**src/rtl/asrs_pkg.sv**
```systemverilog
`timescale 1ns / 1ps
// Shared types and constants for the serial ADC read sequencer.
// No dependencies; imported by asrs_core and adc_serial_read_sequencer.
package asrs_pkg;

    // Command words sent to the converter; bits 15 down to 5 go out.
    localparam logic [15:0] CMD_WORD_FIRST  = 16'h6040;
    localparam logic [15:0] CMD_WORD_SECOND = 16'h4040;
    localparam int unsigned CMD_MSB         = 15;
    localparam int unsigned CMD_LSB         = 5;
    localparam int unsigned CHAN_LSB        = 8;
    localparam int unsigned XFER_BITS       = CMD_MSB - CMD_LSB + 1;
    localparam int unsigned SAMPLE_BITS     = 10;

    localparam logic [3:0] BIT_LAST = 4'(XFER_BITS - 1);

    // Sequence step, one-hot.
    typedef enum logic [9:0] {
        PH_IDLE = 10'b00_0000_0001,
        PH_HI1  = 10'b00_0000_0010,
        PH_CKH1 = 10'b00_0000_0100,
        PH_CKL1 = 10'b00_0000_1000,
        PH_END1 = 10'b00_0001_0000,
        PH_LO2  = 10'b00_0010_0000,
        PH_HI2  = 10'b00_0100_0000,
        PH_CKH2 = 10'b00_1000_0000,
        PH_CKL2 = 10'b01_0000_0000,
        PH_END2 = 10'b10_0000_0000
    } asrs_phase_t;

    // Pin levels and flags produced for one tick.
    typedef struct packed {
        logic                   sclk;
        logic                   mosi;
        logic                   convst;
        logic                   busy;
        logic                   sample_valid;
        logic [SAMPLE_BITS-1:0] sample;
    } asrs_res_t;

endpackage

```
**src/rtl/asrs_core.sv**
```systemverilog
`timescale 1ns / 1ps
// Sequencer state and per-tick step logic for the serial ADC read.
// Depends on asrs_pkg.
module asrs_core (
    input  logic             clk,
    input  logic             rst_n,
    input  logic             step_en,
    input  logic             start_req,
    input  logic [2:0]       channel,
    input  logic             miso_level,
    output asrs_pkg::asrs_res_t res
);
    import asrs_pkg::*;

    asrs_phase_t          phase_reg, phase_next;
    logic [3:0]           bit_count_reg, bit_count_next;
    logic [XFER_BITS-1:0] shift_out_reg, shift_out_next;
    logic [XFER_BITS-1:0] shift_in_reg, shift_in_next;
    logic [15:0]          first_word;

    assign first_word = CMD_WORD_FIRST | {5'b0, channel, 8'b0};

    always_comb
    begin
        res            = '0;
        res.convst     = 1'b1;
        res.busy       = 1'b1;
        phase_next     = phase_reg;
        bit_count_next = bit_count_reg;
        shift_out_next = shift_out_reg;
        shift_in_next  = shift_in_reg;
        case (phase_reg)
            PH_HI1:  phase_next = PH_CKH1;
            PH_HI2:  phase_next = PH_CKH2;
            PH_CKH1, PH_CKH2:
            begin
                res.sclk   = 1'b1;
                res.mosi   = shift_out_reg[XFER_BITS-1];
                phase_next = (phase_reg == PH_CKH1) ? PH_CKL1 : PH_CKL2;
            end
            PH_CKL1, PH_CKL2:
            begin
                // sample data-in and advance both shifters
                res.mosi       = shift_out_reg[XFER_BITS-1];
                shift_in_next  = {shift_in_reg[XFER_BITS-2:0], miso_level};
                shift_out_next = {shift_out_reg[XFER_BITS-2:0], 1'b0};
                bit_count_next = bit_count_reg + 4'd1;
                if (phase_reg == PH_CKL1)
                    phase_next = (bit_count_reg == BIT_LAST) ? PH_END1 : PH_CKH1;
                else
                    phase_next = (bit_count_reg == BIT_LAST) ? PH_END2 : PH_CKH2;
            end
            PH_END1: phase_next = PH_LO2;
            PH_LO2:
            begin
                res.convst     = 1'b0;
                shift_out_next = CMD_WORD_SECOND[CMD_MSB:CMD_LSB];
                shift_in_next  = '0;
                bit_count_next = 4'd0;
                phase_next     = PH_HI2;
            end
            PH_END2:
            begin
                res.sample_valid = 1'b1;
                res.sample       = shift_in_reg[XFER_BITS-1:1];
                phase_next       = PH_IDLE;
            end
            default:
            begin
                if (start_req)
                begin
                    res.convst     = 1'b0;
                    shift_out_next = first_word[CMD_MSB:CMD_LSB];
                    shift_in_next  = '0;
                    bit_count_next = 4'd0;
                    phase_next     = PH_HI1;
                end
                else
                begin
                    res.busy   = 1'b0;
                    phase_next = PH_IDLE;
                end
            end
        endcase
    end

    always_ff @(posedge clk or negedge rst_n)
    begin
        if (!rst_n)
        begin
            phase_reg     <= PH_IDLE;
            bit_count_reg <= 4'd0;
            shift_out_reg <= '0;
            shift_in_reg  <= '0;
        end
        else if (step_en)
        begin
            phase_reg     <= phase_next;
            bit_count_reg <= bit_count_next;
            shift_out_reg <= shift_out_next;
            shift_in_reg  <= shift_in_next;
        end
    end

endmodule

```
**src/rtl/adc_serial_read_sequencer.sv**
```systemverilog
`timescale 1ns / 1ps
// Top level of the serial ADC read sequencer: handshake and result register.
// Depends on asrs_pkg and asrs_core.
//
//  channel | direction | handshake           | word carries
//  --------+-----------+---------------------+--------------------------------------
//  in      | to block  | in_valid / in_stall | start_req, channel, miso_level
//  out     | from block| out_valid/out_stall | sclk/mosi/convst levels, busy_res,
//          |           |                     | sample_valid, sample
//
// One input word is taken per cycle while in_stall is low; each yields exactly one
// output word in the following cycle, held in the result register, which loads the
// combinational asrs_core step result in the cycle the word is taken.
// A read spans 50 input words from the start tick to the final tick.
// Reset clears the sequence to idle and empties the result register.
// in_stall rises only when the result register is full and out_stall is high,
// so a new word enters in the same cycle the previous result drains.
module adc_serial_read_sequencer (
    input  logic       clk,
    input  logic       rst_n,
    input  logic       in_valid,
    output logic       in_stall,
    input  logic       start_req,
    input  logic [2:0] channel,
    input  logic       miso_level,
    output logic       out_valid,
    input  logic       out_stall,
    output logic       sclk_level,
    output logic       mosi_level,
    output logic       convst_level,
    output logic       busy_res,
    output logic       sample_valid,
    output logic [9:0] sample
);
    import asrs_pkg::*;

    logic      in_accept;
    asrs_res_t step_res;
    asrs_res_t res_reg;
    logic      out_valid_reg, out_valid_next;

    // Hold the input while a finished word waits downstream.
    assign in_stall  = out_valid_reg && out_stall;
    assign in_accept = in_valid && !in_stall;

    asrs_core u_core (
        .clk        (clk),
        .rst_n      (rst_n),
        .step_en    (in_accept),
        .start_req  (start_req),
        .channel    (channel),
        .miso_level (miso_level),
        .res        (step_res)
    );

    // Load on accept; drop the valid once the word is taken and nothing new arrives.
    always_comb
    begin
        out_valid_next = out_valid_reg;
        if (in_accept)
            out_valid_next = 1'b1;
        else if (!out_stall)
            out_valid_next = 1'b0;
    end

    always_ff @(posedge clk or negedge rst_n)
    begin
        if (!rst_n)
            out_valid_reg <= 1'b0;
        else
            out_valid_reg <= out_valid_next;
    end

    always_ff @(posedge clk)
    begin
        if (in_accept)
            res_reg <= step_res;
    end

    assign out_valid    = out_valid_reg;
    assign sclk_level   = res_reg.sclk;
    assign mosi_level   = res_reg.mosi;
    assign convst_level = res_reg.convst;
    assign busy_res     = res_reg.busy;
    assign sample_valid = res_reg.sample_valid;
    assign sample       = res_reg.sample;

endmodule

```
**config.mk**
```make
export PLATFORM = sky130hd
export DESIGN_NAME = adc_serial_read_sequencer
export DESIGN_NICKNAME = d
export VERILOG_FILES = /design/src/rtl/asrs_pkg.sv /design/src/rtl/asrs_core.sv /design/src/rtl/adc_serial_read_sequencer.sv
export SDC_FILE = /design/constraint.sdc
export NUM_CORES = 1
export LEC_CHECK = 0
export BUFFER_PORTS_ARGS = -buffer_cell sky130_fd_sc_hd__buf_4
export CORE_ASPECT_RATIO = 1.75
export CORE_UTILIZATION = 25
export DETAILED_ROUTE_END_ITERATION = 16
export GPL_ROUTABILITY_DRIVEN = 0
export GPL_TIMING_DRIVEN = 1
export MAX_ROUTING_LAYER = met4
export PLACE_DENSITY = 0.39
export SKIP_CTS_REPAIR_TIMING = 1
export SLEW_MARGIN = 20
export SYNTH_ARGS = -nofsm -noshare
export SYNTH_HDL_FRONTEND = slang
export SYNTH_SLANG_ARGS = --single-unit
```
**constraint.sdc**
```tcl
create_clock -name clk -period 2.7 [get_ports clk]
set_clock_uncertainty 0.2 [all_clocks]
set_input_delay 0.27 -clock clk [delete_from_list [all_inputs] [get_ports clk]]
set_output_delay 0.27 -clock clk [all_outputs]
set_load 0.05 [all_outputs]
```
==> flow_summary.ini <==
[job]
maxCapViolCount = 0

[setup_path]
ff2ff_setup_slack_ps = 240
cp.depth = 5
arrival_ps = 2440
crit_chain = or4_1 -> nor4_1 -> a21oi_2 -> nand2_2 -> mux2_4
max_stage_delay_ps = 590
reg2reg_depth = 5
r2r_end = u_core.shift_out_reg[5]
crit_family = simple AND/OR/NAND/NOR gates
end_kind = flop
path_class = flop to flop
cp_max_fo = 15
rr_startpoint = u_core.phase_reg[7]
cpMaxStageDelayCell = or4_1
critPathCapture = u_core.shift_out_reg[5]
cp.required_ps = 2680
path_buf_inv = 0
cp-start-kind = flop
crit_start = u_core.phase_reg[7]

[synth]
avgSynthCellArea_um2 = 11.7
syn_nets = 215
syn_area_um2 = 2390
seq_area_frac_synth_pct = 56.6
synth_cell_types = 51
synthArstFlopShare_pct = 70.6
synth_edf_count = 15
ys_warn_count = 0
ys_ff_latch = 51
netlist_instances = 204
ys.flop_type = dfrtp_1

[sta]
relSlewSlack_pct = 68.5
worst_slack_ps = 236
finalCriticalPeriod_ps = 2460
drv_slew = 0
setup_viol = 0
post-route-period-util_pct = 91.3
rsz0062_at_grt = false
final_hold_viol_count = 0
fmax_mhz = 406
tightest_slew_ps = 473
tns_ps = 0
hold_ws_ps = 109

[power]
clockPowerShare_pct = 37.2
seqPwrFrac_pct = 45.7
swShare_pct = 27.8
total_power_w = 0.00197
p_comb_share_pct = 17.2
power_per_cell_area_nw_per_um2 = 669
internal_power_w = 0.00143
p_leak_nw = 1.26
vdd_drop_max_uv = 288
power.net_switching_w = 0.000549

[hold_path]
hold_class = input pin to flop
holdPathStages = 3

[global_route]
grt_max_degree = 37
grt_first_pass_wirelength_um = 9360
grtUsageTotal_pct = 12.5
antenna_found_initial = 0
grt_remaining_overflow = 0
grt_pass1_vias = 1758

[die]
start_util_pct = 26.1
num_rows = 46
die_y_um = 131
die_area_um2 = 9970
io_pins = 26
core-area_um2 = 9150
die_x_um = 75.9

[drt]
wl_um = 5710
routed_via_density = 4.79
first_iter_violations = 75
ant_nets = 0
wl_per_cell_um = 15.9
num_vias = 1718
route.detailed.drc = 0
firstDrtPassIters = 4

[clocking]
clk_latency_ps = 290
cts.htree.levels = 2
cts_root_buf = clkbuf_16
cts_tree = built
clk_path_buf_depth = 2
cts_inserted_buffers = 5
clk_pin_slew_worst_paths_ps = 70
cts.sink_count = 51

[placement]
port_buffers = 25
hpwl_um = 4050
place_ws_ps = 255

[cells_and_area]
diodes = 0
n_fill_cell = 917
fin_nets = 249
drive_gt1_share_pct = 26.8
largest_reg_flops = 11
utilization_pct = 32.3
multi_input_area_um2 = 943
ff_latch_area_um2 = 1350
area_growth_pct = 23.5

[run_status]
status = complete, no violations
==> final cells by class <==
type                            instances  share of cell area [%]
Sequential cell                        51                    45.8
Tap cell                              120                    5.08
Timing Repair Buffer                   42                    10.9
Clock inverter                          3                    1.44
Multi-Input combinational cell        134                    31.9
Clock buffer                            5                    4.24
Inverter                                4                   0.551
==> tightest hold or removal path, cell delays in order <==
cell	delay, ps
buf_4	80
a22oi_1	50
a31oi_1	160
==> worst min-delay path by stage <==
| stage | from | endpoint | slack (ps) |
|---|---|---|---|
| finish | channel[1] | u_core.shift_out_reg[4] | 110 |
| global route | channel[1] | u_core.shift_out_reg[4] | 140 |
| CTS | rst_n | u_core.phase_reg[7] | -240 |
| detailed placement | rst_n | u_core.phase_reg[7] | 70 |
| global placement | rst_n | u_core.phase_reg[7] | 70 |
| floorplan | rst_n | out_valid | -230 |
==> synth_stat cells (all sizes together) (4+ instances only) <==
master	n	area, µm²
a21oi	9	48.8
a31oi	4	25.0
buf	8	55.1
nand2	11	43.8
nand2b	4	25.0
o21ai	9	45.0
a22o	17	149
nand3	7	35.0
dfrtp	35	876
nor3	4	30.0
clkbuf	7	26.3
and2	12	75.1
edfxtp	15	450
nor2	10	37.5
nor4	4	46.3
==> metrics by stage <==
step | cells | area [µm²]
global route | 359 | 2950
CTS | 356 | 2920
global placement | 348 | 2760
detailed placement | 348 | 2760
finish | 359 | 2950
floorplan | 204 | 2390
==> routing by layer <==
| metal | global-route usage (%) | part of all wire, % |
|---|---|---|
| met2 | 20.9 | 51 |
| met3 | 2.08 | 3.2 |
| met1 | 14.0 | 42 |
| met5 | - | 0 |
| met4 | 6.84 | 3.5 |
==> cells by family after synthesis <==
kind of cell               after synthesis  synth area share (%)
muxes                                    3                  1.73
and+or+nand+nor                         73                  19.1
DFF                                     51                  56.6
xor gates and xnor gates                 4                  1.47
buffers and inverters                   19                  4.03
AOI/OAI and AO/OA                       52                  16.1
adders and majority gates                2                  1.05
==> cell usage in the layout, fill, tap and decap left out, types with 3 or more instances in the layout <==
cell type	count
a21oi_1	8
a22o_1	17
a31oi_1	4
a41oi_1	3
and2_1	11
and3_1	3
and4_1	3
buf_4	39
clkbuf_16	5
dfrtp_1	35
dlygate4sd3_1	3
edfxtp_1	15
inv_1	3
nand2_1	10
nand2b_1	4
nand3_1	7
nand4b_1	3
nor2_1	10
o21ai_0	9
xor2_1	3
==> power by group through the flow <==
stage / Sequential [W] / Clock (W) / Combinational [W]
final: 0.000901 / 0.000734 / 0.000339
after global placement: 0.000916 / 0 / 0.000342
after global routing: 0.000909 / 0.000780 / 0.000365
after CTS: 0.000901 / 0.000753 / 0.000337
after floorplan: 0.000936 / 0 / 0.000186
after detailed placement: 0.000916 / 0 / 0.000336
(Power assumes the default switching activity.)
